File: src/hdl/esc_pkg.sv
// ----------------------------------------------------------------------------
// esc_pkg
// Shared types and constants of the byte escape encoder: field widths, queue
// sizing and the queue entry that carries one escaped input byte.
// ----------------------------------------------------------------------------
package esc_pkg;

   // Field widths of the two channels.
   localparam int unsigned ByteWidth  = 8;
   localparam int unsigned LimitWidth = 16;

   // Default width of the per-string output byte counter.
   localparam int unsigned CountWidthDefault = 16;

   // Longest escape sequence: backslash, x and two hex digits.
   localparam int unsigned MaxSeq      = 4;
   localparam int unsigned SeqIdxWidth = $clog2(MaxSeq);
   localparam int unsigned SeqCntWidth = $clog2(MaxSeq + 1);

   // Entries of the queue between the front and the back end.
   localparam int unsigned QueueDepth = 4;

   // One input byte after escaping and limit checking.
   typedef struct packed {
      logic [MaxSeq-1:0][ByteWidth-1:0] seq;
      logic [SeqIdxWidth-1:0]           last_idx;
      logic                             string_last;
      logic                             truncated;
      logic                             non_ascii;
   } esc_entry_type;

endpackage

File: src/hdl/esc_if.sv
// ----------------------------------------------------------------------------
// esc_req_if / esc_rsp_if
// Valid/ready channels of the byte escape encoder: source string bytes in,
// escaped bytes with their string flags out.
// ----------------------------------------------------------------------------
interface esc_req_if;
   import esc_pkg::*;

   logic                  valid;
   logic                  ready;
   logic [ByteWidth-1:0]  in_byte;
   logic                  last_byte;
   logic [LimitWidth-1:0] out_limit;

   modport source (output valid, in_byte, last_byte, out_limit, input ready);
   modport sink   (input valid, in_byte, last_byte, out_limit, output ready);
endinterface

interface esc_rsp_if;
   import esc_pkg::*;

   logic                 valid;
   logic                 ready;
   logic [ByteWidth-1:0] out_byte;
   logic                 run_last;
   logic                 string_last;
   logic                 non_ascii;
   logic                 truncated;

   modport source (output valid, out_byte, run_last, string_last, non_ascii, truncated,
                   input ready);
   modport sink   (input valid, out_byte, run_last, string_last, non_ascii, truncated,
                   output ready);
endinterface

File: src/hdl/esc_front.sv
// ----------------------------------------------------------------------------
// esc_front
// Accepts source bytes, expands each into its escape sequence, applies the
// per-string output limit and keeps the per-string count and flags.
// ----------------------------------------------------------------------------
module esc_front #(
   parameter int unsigned COUNT_WIDTH = esc_pkg::CountWidthDefault
) (
   input  logic                  clock,
   input  logic                  reset,
   esc_req_if.sink               req,
   input  logic                  full,
   output logic                  push,
   output esc_pkg::esc_entry_type push_entry
);
   import esc_pkg::*;

   localparam logic [ByteWidth-1:0] ChBackslash = 8'h5C;
   localparam logic [ByteWidth-1:0] ChSquote    = 8'h27;
   localparam logic [ByteWidth-1:0] ChDquote    = 8'h22;
   localparam logic [ByteWidth-1:0] ChNewline   = 8'h0A;
   localparam logic [ByteWidth-1:0] ChReturn    = 8'h0D;
   localparam logic [ByteWidth-1:0] ChLowerN    = 8'h6E;
   localparam logic [ByteWidth-1:0] ChLowerR    = 8'h72;
   localparam logic [ByteWidth-1:0] ChLowerX    = 8'h78;
   localparam logic [ByteWidth-1:0] ChZero      = 8'h30;
   localparam logic [ByteWidth-1:0] ChHexAlpha  = 8'h61 - 8'd10;

   // Lower-case hex digit of one nibble.
   function automatic logic [ByteWidth-1:0] hex_digit(input logic [3:0] v);
      logic [ByteWidth-1:0] wide;
      wide = {{(ByteWidth-4){1'b0}}, v};
      return (v >= 4'd10) ? (wide + ChHexAlpha) : (wide + ChZero);
   endfunction

   logic [COUNT_WIDTH-1:0] count_ff, count_in;
   logic                   nasc_ff, nasc_in;
   logic                   hit_ff, hit_in;

   logic [COUNT_WIDTH-1:0]          lim;
   logic [COUNT_WIDTH-1:0]          diff;
   logic [COUNT_WIDTH-1:0]          count_sum;
   logic [MaxSeq-1:0][ByteWidth-1:0] seq;
   logic [SeqCntWidth-1:0]          n_seq;
   logic [SeqCntWidth-1:0]          k_emit;
   logic                            accept;
   logic                            nasc_now;
   logic                            reach;

   // Effective limit, saturated to what the counter can hold.
   generate
      if (COUNT_WIDTH >= LimitWidth) begin : g_wide_count
         assign lim = COUNT_WIDTH'(req.out_limit);
      end else begin : g_narrow_count
         assign lim = (|req.out_limit[LimitWidth-1:COUNT_WIDTH]) ? '1
                                                                 : req.out_limit[COUNT_WIDTH-1:0];
      end
   endgenerate

   // Escape sequence of the incoming byte.
   always_comb begin
      seq   = '0;
      n_seq = SeqCntWidth'(1);
      if (req.in_byte[ByteWidth-1]) begin
         seq[0] = ChBackslash;
         seq[1] = ChLowerX;
         seq[2] = hex_digit(req.in_byte[7:4]);
         seq[3] = hex_digit(req.in_byte[3:0]);
         n_seq  = SeqCntWidth'(4);
      end else begin
         unique case (req.in_byte) inside
            ChBackslash, ChSquote, ChDquote: begin
               seq[0] = ChBackslash;
               seq[1] = req.in_byte;
               n_seq  = SeqCntWidth'(2);
            end
            ChNewline: begin
               seq[0] = ChBackslash;
               seq[1] = ChLowerN;
               n_seq  = SeqCntWidth'(2);
            end
            ChReturn: begin
               seq[0] = ChBackslash;
               seq[1] = ChLowerR;
               n_seq  = SeqCntWidth'(2);
            end
            default: begin
               seq[0] = req.in_byte;
            end
         endcase
      end
   end

   // Number of bytes that fit under the limit, and the limit check after them.
   always_comb begin
      diff = (count_ff >= lim) ? '0 : (lim - count_ff);
      if (hit_ff) begin
         k_emit = '0;
      end else if (diff < COUNT_WIDTH'(n_seq)) begin
         k_emit = diff[SeqCntWidth-1:0];
      end else begin
         k_emit = n_seq;
      end
      count_sum = count_ff + COUNT_WIDTH'(k_emit);
      reach     = (k_emit != '0) && (count_sum >= lim);
      nasc_now  = nasc_ff | req.in_byte[ByteWidth-1];
   end

   assign req.ready = !full;
   assign accept    = req.valid && req.ready;
   assign push      = accept && (k_emit != '0);

   // Queue entry for the back end.
   always_comb begin
      push_entry.seq         = seq;
      push_entry.last_idx    = SeqIdxWidth'(k_emit - SeqCntWidth'(1));
      push_entry.string_last = reach || req.last_byte;
      push_entry.truncated   = reach && ((k_emit < n_seq) || !req.last_byte);
      push_entry.non_ascii   = nasc_now;
   end

   // Per-string state, cleared after the final byte of each string.
   always_comb begin
      count_in = count_ff;
      nasc_in  = nasc_ff;
      hit_in   = hit_ff;
      if (accept) begin
         if (req.last_byte) begin
            count_in = '0;
            nasc_in  = 1'b0;
            hit_in   = 1'b0;
         end else begin
            count_in = count_sum;
            nasc_in  = nasc_now;
            hit_in   = hit_ff || (count_sum >= lim);
         end
      end
   end

   always_ff @(posedge clock) begin
      if (reset) begin
         count_ff <= '0;
         nasc_ff  <= 1'b0;
         hit_ff   <= 1'b0;
      end else begin
         count_ff <= count_in;
         nasc_ff  <= nasc_in;
         hit_ff   <= hit_in;
      end
   end

endmodule

File: src/hdl/esc_queue.sv
// ----------------------------------------------------------------------------
// esc_queue
// Small first-in first-out queue of escaped entries between the front end
// and the output serializer.
// ----------------------------------------------------------------------------
module esc_queue (
   input  logic                  clock,
   input  logic                  reset,
   input  logic                  push,
   input  esc_pkg::esc_entry_type push_entry,
   output logic                  full,
   input  logic                  pop,
   output esc_pkg::esc_entry_type head,
   output logic                  empty
);
   import esc_pkg::*;

   localparam int unsigned PtrWidth = $clog2(QueueDepth);

   esc_entry_type entries_ff [QueueDepth];

   logic [PtrWidth:0] wr_ptr_ff, wr_ptr_in;
   logic [PtrWidth:0] rd_ptr_ff, rd_ptr_in;

   assign empty = (wr_ptr_ff == rd_ptr_ff);
   assign full  = (wr_ptr_ff[PtrWidth] != rd_ptr_ff[PtrWidth]) &&
                  (wr_ptr_ff[PtrWidth-1:0] == rd_ptr_ff[PtrWidth-1:0]);
   assign head  = entries_ff[rd_ptr_ff[PtrWidth-1:0]];

   // Pointer updates.
   always_comb begin
      wr_ptr_in = wr_ptr_ff;
      rd_ptr_in = rd_ptr_ff;
      if (push && !full) begin
         wr_ptr_in = wr_ptr_ff + 1'b1;
      end
      if (pop && !empty) begin
         rd_ptr_in = rd_ptr_ff + 1'b1;
      end
   end

   always_ff @(posedge clock) begin
      if (reset) begin
         wr_ptr_ff <= '0;
         rd_ptr_ff <= '0;
      end else begin
         wr_ptr_ff <= wr_ptr_in;
         rd_ptr_ff <= rd_ptr_in;
      end
   end

   // Entry storage; needs no reset.
   always_ff @(posedge clock) begin
      if (push && !full) begin
         entries_ff[wr_ptr_ff[PtrWidth-1:0]] <= push_entry;
      end
   end

endmodule

File: src/hdl/esc_back.sv
// ----------------------------------------------------------------------------
// esc_back
// Walks the head entry of the queue into the output register, one byte per
// cycle unless rsp stalls; the run and string flags go with the final byte.
// ----------------------------------------------------------------------------
module esc_back (
   input  logic                  clock,
   input  logic                  reset,
   input  esc_pkg::esc_entry_type head,
   input  logic                  empty,
   output logic                  pop,
   esc_rsp_if.source             rsp
);
   import esc_pkg::*;

   logic [SeqIdxWidth-1:0] idx_ff, idx_in;
   logic                   valid_ff, valid_in;
   logic [ByteWidth-1:0]   byte_ff, byte_in;
   logic                   run_last_ff, run_last_in;
   logic                   slast_ff, slast_in;
   logic                   nasc_ff, nasc_in;
   logic                   trunc_ff, trunc_in;

   logic load;
   logic at_end;

   // The output register takes a new byte when it is empty or being drained.
   assign load   = !empty && (!valid_ff || rsp.ready);
   assign at_end = (idx_ff == head.last_idx);
   assign pop    = load && at_end;

   always_comb begin
      idx_in      = idx_ff;
      valid_in    = valid_ff && !rsp.ready;
      byte_in     = byte_ff;
      run_last_in = run_last_ff;
      slast_in    = slast_ff;
      nasc_in     = nasc_ff;
      trunc_in    = trunc_ff;
      if (load) begin
         valid_in    = 1'b1;
         byte_in     = head.seq[idx_ff];
         run_last_in = at_end;
         slast_in    = at_end && head.string_last;
         trunc_in    = at_end && head.truncated;
         nasc_in     = head.non_ascii;
         idx_in      = at_end ? '0 : (idx_ff + 1'b1);
      end
   end

   // Control state.
   always_ff @(posedge clock) begin
      if (reset) begin
         idx_ff   <= '0;
         valid_ff <= 1'b0;
      end else begin
         idx_ff   <= idx_in;
         valid_ff <= valid_in;
      end
   end

   // Output payload.
   always_ff @(posedge clock) begin
      byte_ff     <= byte_in;
      run_last_ff <= run_last_in;
      slast_ff    <= slast_in;
      nasc_ff     <= nasc_in;
      trunc_ff    <= trunc_in;
   end

   assign rsp.valid       = valid_ff;
   assign rsp.out_byte    = byte_ff;
   assign rsp.run_last    = run_last_ff;
   assign rsp.string_last = slast_ff;
   assign rsp.non_ascii   = nasc_ff;
   assign rsp.truncated   = trunc_ff;

endmodule

File: src/hdl/byte_escape_encoder_unit.sv
// ----------------------------------------------------------------------------
// byte_escape_encoder_unit
// Backslash string escaper with hex escapes for high bytes, a per-string
// output limit with truncation flag, and a sticky non-ASCII flag.
//
//   Channel   Direction  Carries
//   req_chan  in         in_byte, last_byte, out_limit
//   rsp_chan  out        out_byte, run_last, string_last, non_ascii, truncated
//
// A transaction is taken in the cycle it arrives as long as the four-entry
// queue has room; while it does, the front end handles one input per cycle.
// The back end sends one escaped byte per cycle while rsp_chan is ready;
// each input emits as many bytes as fit under the limit, at most four; an
// input that emits nothing is not queued and never reaches the back end.
// A stall on rsp_chan fills the queue, after which req_chan.ready drops.
// Synchronous reset clears the counter, flags, queue and output valid.
// ----------------------------------------------------------------------------
module byte_escape_encoder_unit #(
   parameter int unsigned COUNT_WIDTH = esc_pkg::CountWidthDefault
) (
   input  logic      clock,
   input  logic      reset,
   esc_req_if.sink   req_chan,
   esc_rsp_if.source rsp_chan
);
   import esc_pkg::*;

   logic          push;
   esc_entry_type push_entry;
   logic          full;
   logic          pop;
   esc_entry_type head;
   logic          empty;

   // Front end: escape and limit check.
   esc_front #(
      .COUNT_WIDTH(COUNT_WIDTH)
   ) u_front (
      .clock      (clock),
      .reset      (reset),
      .req        (req_chan),
      .full       (full),
      .push       (push),
      .push_entry (push_entry)
   );

   // Decoupling queue.
   esc_queue u_queue (
      .clock      (clock),
      .reset      (reset),
      .push       (push),
      .push_entry (push_entry),
      .full       (full),
      .pop        (pop),
      .head       (head),
      .empty      (empty)
   );

   // Back end: byte serializer.
   esc_back u_back (
      .clock (clock),
      .reset (reset),
      .head  (head),
      .empty (empty),
      .pop   (pop),
      .rsp   (rsp_chan)
   );

endmodule

File: src/flat_wrapper.sv
// flat-port wrapper written by rule: the top's interface ports become plain ports
module byte_escape_encoder_unit_flat import esc_pkg::*;
#(
   parameter int unsigned COUNT_WIDTH = esc_pkg::CountWidthDefault
)
  (clock, reset, req_chan_valid, req_chan_in_byte, req_chan_last_byte, req_chan_out_limit, req_chan_ready, rsp_chan_valid, rsp_chan_out_byte, rsp_chan_run_last, rsp_chan_string_last, rsp_chan_non_ascii, rsp_chan_truncated, rsp_chan_ready);
  esc_req_if req_chan_i ();
  esc_rsp_if rsp_chan_i ();
  input  logic clock;
  input  logic reset;
  input wire logic [$bits(req_chan_i.valid)-1:0] req_chan_valid;
  input wire logic [$bits(req_chan_i.in_byte)-1:0] req_chan_in_byte;
  input wire logic [$bits(req_chan_i.last_byte)-1:0] req_chan_last_byte;
  input wire logic [$bits(req_chan_i.out_limit)-1:0] req_chan_out_limit;
  output wire logic [$bits(req_chan_i.ready)-1:0] req_chan_ready;
  output wire logic [$bits(rsp_chan_i.valid)-1:0] rsp_chan_valid;
  output wire logic [$bits(rsp_chan_i.out_byte)-1:0] rsp_chan_out_byte;
  output wire logic [$bits(rsp_chan_i.run_last)-1:0] rsp_chan_run_last;
  output wire logic [$bits(rsp_chan_i.string_last)-1:0] rsp_chan_string_last;
  output wire logic [$bits(rsp_chan_i.non_ascii)-1:0] rsp_chan_non_ascii;
  output wire logic [$bits(rsp_chan_i.truncated)-1:0] rsp_chan_truncated;
  input wire logic [$bits(rsp_chan_i.ready)-1:0] rsp_chan_ready;
  assign req_chan_i.valid = req_chan_valid;
  assign req_chan_i.in_byte = req_chan_in_byte;
  assign req_chan_i.last_byte = req_chan_last_byte;
  assign req_chan_i.out_limit = req_chan_out_limit;
  assign req_chan_ready = req_chan_i.ready;
  assign rsp_chan_valid = rsp_chan_i.valid;
  assign rsp_chan_out_byte = rsp_chan_i.out_byte;
  assign rsp_chan_run_last = rsp_chan_i.run_last;
  assign rsp_chan_string_last = rsp_chan_i.string_last;
  assign rsp_chan_non_ascii = rsp_chan_i.non_ascii;
  assign rsp_chan_truncated = rsp_chan_i.truncated;
  assign rsp_chan_i.ready = rsp_chan_ready;
  byte_escape_encoder_unit #(.COUNT_WIDTH(COUNT_WIDTH)) u_core (.clock(clock), .reset(reset), .req_chan(req_chan_i), .rsp_chan(rsp_chan_i));
endmodule
File: config.mk
export PLATFORM = sky130hd
export DESIGN_NAME = byte_escape_encoder_unit_flat
export DESIGN_NICKNAME = d
export VERILOG_FILES = /design/src/hdl/esc_pkg.sv /design/src/hdl/esc_if.sv /design/src/hdl/esc_front.sv /design/src/hdl/esc_queue.sv /design/src/hdl/esc_back.sv /design/src/hdl/byte_escape_encoder_unit.sv /design/src/flat_wrapper.sv
export SDC_FILE = /design/constraint.sdc
export NUM_CORES = 1
export LEC_CHECK = 0
export ABC_AREA = 1
export BUFFER_PORTS_ARGS = -buffer_cell sky130_fd_sc_hd__buf_2
export CAP_MARGIN = 30
export CORE_MARGIN = 1.5
export CORE_UTILIZATION = 50
export CTS_CLUSTER_DIAMETER = 80
export CTS_CLUSTER_SIZE = 8
export DETAILED_ROUTE_END_ITERATION = 16
export PLACE_DENSITY = 0.76
export RECOVER_POWER = 100
export SYNTH_ARGS = -nofsm -noshare
export SYNTH_HDL_FRONTEND = slang
export SYNTH_SLANG_ARGS = --single-unit
File: constraint.sdc
create_clock -name clock -period 8.9 [get_ports clock]
set_input_delay 0.445 -clock clock [delete_from_list [all_inputs] [get_ports clock]]
set_output_delay 0.445 -clock clock [all_outputs]
set_load 0.005 [all_outputs]
* Word-level counts from Yosys, hierarchy flattened
Memories as Yosys holds them, arrays and structs flattened. A register that Yosys moved wholly into a read port is not among the register bits.
Index checks and enable logic that the tools add are counted.
** Cells by class
- Reduce and logical (&&, ||, !) cells :: 24
- Muxes and demuxes :: 22
- Bitwise operators :: 1
- Add/subtract/negate cells :: 10
- Eq/ne operators :: 9
- Magnitude comparators :: 7
** Operators with widths (count)
- 16-bit two-way mux :: 3
- 16-bit greater-or-equal comparator :: 2
- 8-bit two-way mux :: 3
- 7-bit one-hot mux with 3 select lines :: 1
- 16-bit by 3-bit adder with 16-bit output :: 1
- 4-bit by 7-bit adder with 8-bit output (second input constant) :: 2
- 8-bit binary-select mux with 2-bit select :: 1
- 8-bit by 4-bit equality test with 1-bit output (second input constant) :: 2
- 8-bit by 6-bit equality test with 1-bit output (second input constant) :: 2
- 16-bit by 3-bit less-than comparator with 1-bit output :: 1
- 16-bit subtractor :: 1
- 15-bit two-way mux :: 1
- 4-bit by 6-bit adder with 7-bit output (second input constant) :: 2
- 1-bit logical AND :: 12
- 3-bit two-way mux :: 3
- 8-bit by 7-bit equality test with 1-bit output (second input constant) :: 1
- 4-bit greater-or-equal comparator (second input constant) :: 2
- 2-bit two-way mux :: 4
- 7-bit two-way mux :: 1
- 3-bit by 1-bit adder with 3-bit output (second input constant) :: 2
- 1-bit logical NOT :: 5
- 1-bit two-way mux :: 5
- 5-bit OR reduction :: 1
- 2-bit equality test :: 2
- 10 further kinds :: 13
** Word-level totals
- Register bits after elaboration :: 39
- Output and inout port bits :: 14
- Bits in writable memories :: 144
- Input bits :: 29
- Memories :: 1
- Logic and storage cells :: 86
** Memory list
- u_core.u_queue.entries_ff :: depth 4, bits a word 36, read ports 1, clocked after Yosys merged registers in 1, write ports 1, RTL line esc_queue.sv:20 : esc_entry_type entries_ff [QueueDepth];

* Logic depth before layout (Yosys ltp)
- Depth in word-level cells :: 12
- Depth in mapped cells :: 43
- Gate-level depth less buffers :: 43

* Modules after synthesis
Synthesis repeated with hierarchy kept, for this count alone.
** Second synthesis, totals
- Cells, all modules :: 1102
- Area total of the unflattened synthesis :: 10090.9 µm²
** Modules (own cells, without submodules)
- esc_queue :: seq. area each 4604.4 µm², instances 1, cells each 434, area an instance 5974.5 µm²
- esc_front :: seq. area each 360.3 µm², instances 1, cells each 575, area an instance 3298.2 µm²
- esc_back :: seq. area each 420.4 µm², instances 1, cells each 93, area an instance 818.3 µm²

* Worst setup path after synthesis
No wires, ideal clock.
- Kind :: in2reg
- From :: in req_chan_out_limit[0]
- To :: mem u_core.u_queue.entries_ff[0][1] in the netlist's numbering, data pin
- Required time :: 8.721 ns
- Setup slack :: 3.543 ns
- Library setup time :: 0.179 ns
- Arrival :: 5.178 ns
- Stages :: 43
- Buffers on the path :: 0
- Cell sequence :: inv_1 > ha_1 > inv_1 > fa_1 > nand2_1 > nand2_1 > nand3_1 > nand2_1 > nand2_1 > nand2_1 > nand2_1 > inv_1 > nand3_1 > inv_1 > ha_1 > nor2_1 > nand4_1 > nand2_1 > [7 not listed] > inv_1 > fa_1 > o21ai_1 > nand3_1 > nor3_2 > nand3_1 > nor3_1 > xor2_1 > inv_1 > ha_1 > nand2_1 > inv_1 > nand3_1 > nor3_1 > nand2_1 > nand3_1 > nand2_1 > a21oi_1
** RTL lines
- start: declaration :: RTL line flat_wrapper.sv:14 : input wire logic [$bits(req_chan_i.out_limit)-1:0] req_chan_out_limit;
- end: declaration :: RTL line esc_queue.sv:20

==> results.cfg <==
[setup_path]
cp-end-kind = flip-flop
cp_num_buf_inv = 8
required_ns = 9.12
cp-startpoint = u_core.u_front.count_ff[0]
crit_arrival_ns = 6.56
worstSetupPathType = reg2reg
r2r_start = u_core.u_front.count_ff[0]
path_depth = 42
r2r_slack_ns = 2.57
critPathMaxFanout = 4
critPathLaunchType = flip-flop
cp-endpoint = u_core.u_queue.entries_ff[3][1]
worst_path_max_delay_cell = fa_1
crit_family = simple AND/OR/NAND/NOR gates
max_stage_delay_ns = 0.41
crit_top_cell = nand2_1
rr_endpoint = u_core.u_queue.entries_ff[3][1]
rr_worst_depth = 42

[sta]
drv_slew = 141
min_period_ns = 6.334
finalClockSkew_ns = 0.005624
fmaxAchievable_mhz = 157.9
hold_slack_ns = 0.3218
fin_setup_tns_ns = 0
worst_pin_slew_ns = 2.740
setup_violations = 0
grt_setup_unrepaired = false
timing.final.crit_share_pct = 71.16
slew_headroom_pct = -82.64
hold_viol_final = 0

[logic_synthesis]
synth_seq_cells = 172
ys.warnings.count = 0
syn_nets = 1087
synth_cells = 1003
syn_area_um2 = 9179
async_flop_share_pct = 0
synth.avg_cell_area_um2 = 9.151
yosys-top-cells-area = edfxtp_1, nand2_1, ha_1
synth.largest_area_cell = edfxtp_1
synthFlopType = edfxtp_1
synth_edf_count = 143
synth_top_area_share_pct = 46.78
synth_cell_type_count = 42
yosysSeqAreaShare_pct = 53.11

[pwr]
max-vdd-ir-drop_uv = 161.5
power_mw = 2.309
p_per_area_nw_per_um2 = 228.3
share_seq_of_total_power_pct = 43.0
p_clk_share_pct = 29.3
p_comb_share_pct = 27.6
switching_share_pct = 32.80
p_switching_mw = 0.7572
leakagePower_nw = 4.262
p_int_mw = 1.552

[route]
routed_wl_um = 20710
wire_per_inst_um = 16.10
drtAntennaViolNets = 0
drtIter0Drc = 556
dr.pass1.iters = 5
drc = 0
vias = 7040
routed_via_density = 5.474

[placement]
gp_congestion = 0.9246
place.port_buffers = 41
hpwlAfterDp_um = 14200

[clocking]
clk_root_buffer_cell = clkbuf_16
htreeDepth = 4
cts.reportedPaths.clkPinSlew_ns = 0.06
postCtsSetupBuffers = 0
cts_buffers = 17
clkLatencyLatePin_ns = 0.43
postCtsHoldBufs = 0
tritoncts = yes
cts_buffer_depth = 2
cts_resized = 0
cts_sinks = 172

[status]
status = finished with violations
violations = capacitance limit, slew limit

[global_routing]
grtUsageTotal_pct = 22.18
grt-ovfl-total = 0
grt_max_degree = 68
grt_pass1_vias = 6700
grt_pass1_wl_um = 33760
antenna_found_initial = 0

[job]
maxCapViolations = 3

[finish]
antenna_cells = 0
num-fill-cells = 1581
drive_gt1_share_pct = 7.569
final_cell_mix = nand2_1, edfxtp_1, inv_1
syn2layout_area_growth_pct = 10.15
seqCellArea_um2 = 4875
nets = 1128
layout_commonest_cell = nand2_1
multi_input_comb_area_um2 = 3606

[min_path]
hold_path_class = in2reg

[die]
io_pins = 43
fp.dieH_um = 138.5
dieArea_um2 = 19180
die_x_um = 138.5
core-area_um2 = 17960
initial_core_util_pct = 51.10
num_rows = 49
[stage by stage]
| stage | cell area, um^2 | setup slack [ns] | cells | util [%] |
|---|---|---|---|---|
| floorplan | 9179 | 3.543 | 1003 | - |
| global placement | 9618 | 2.984 | 1248 | 53.54 |
| detailed placement | 9741 | 2.751 | 1254 | 54.22 |
| CTS | 10280 | 2.907 | 1286 | 57.21 |
| global route | 10110 | 1.695 | 1286 | 56.29 |
| finish | 10110 | 2.566 | 1286 | 56.29 |
[cell type report]
cell class,count,area share (%)
inverter,143,5.309
timing repair buffer,51,2.685
multi-input combinational,659,35.66
clock inverter,11,0.9405
sequential,172,48.21
clock buffer,21,4.356
tap,229,2.834
[kinds of logic (layout without fill, tap and decap cells)]
logic type / count (synthesis) / after routing / share of synthesized area, %
other cells: 1 / 1 / 0.04085
simple gates: 396 / 396 / 18.54
fa+ha+maj: 55 / 55 / 7.661
xor+xnor: 20 / 20 / 1.908
buf+inv: 172 / 226 / 7.088
compound gates: 187 / 187 / 11.65
flops: 172 / 172 / 53.11
[cells in the mapped netlist (17+ instances only)]
cell type and number:
nand2_1 184, ha_1 53, dfxtp_1 29, xor2_1 17, nand3_1 41, o21ai_0 83
edfxtp_1 143, a21oi_1 56, inv_1 138, clkbuf_1 27, o221ai_1 23, nor2_1 126
[registers in the layout (all words and copies together), names as in the netlist, 2 cells and up, named ones only]
name	cells
u_core.u_front.count_ff	16
u_core.u_back.rsp.out_byte	7
u_core.u_back.idx_ff	2
u_core.u_queue.rd_ptr_ff	3
u_core.u_queue.entries_ff	132
u_core.u_queue.wr_ptr_ff	3
[worst min-delay path by stage]
stage	from	end	slack (ns)	cells past startpoint
global route	rsp_chan_ready	u_core.u_back.rsp.valid	0.33	4
floorplan	u_core.u_front.count_ff[15]	u_core.u_front.count_ff[15]	0.45	2
CTS	rsp_chan_ready	u_core.u_back.rsp.valid	0.31	4
global placement	u_core.u_front.count_ff[15]	u_core.u_front.count_ff[15]	0.45	2
finish	rsp_chan_ready	u_core.u_back.rsp.valid	0.32	4
detailed placement	u_core.u_front.count_ff[15]	u_core.u_front.count_ff[15]	0.46	2
[layer usage]
layer / wire length (um) / vias to the layer above / part of all wire (%) / global-route usage [%]
li1: - / 3480 / - / -
met5: 0 / - / 0 / 0
met4: 370 / 0 / 1.8 / 7.590
met3: 1100 / 26 / 5.3 / 3.879
met1: 8908 / 3305 / 43 / 28.21
met2: 10330 / 229 / 50 / 38.33
[power groups by stage]
stage	sequential [mW]	combinational, mW	clock, mW
final	0.993	0.638	0.678
after global routing	0.999	0.714	0.720
after CTS	0.992	0.642	0.683
after detailed placement	1.01	0.637	0
after global placement	1.01	0.608	0
after floorplan	1.01	0.416	0
[worst reg2reg max path: cells and delay by family, from the launching register on]
family,cells,cell delay [ns]
AOI/OAI and AO/OA,2,0.54
adders and majority gates,6,1.62
buffers and inverters,8,0.48
DFF,1,0.39
xor gates and xnor gates,1,0.16
and+or+nand+nor,25,2.95
Power figures use the tool's default switching activity.
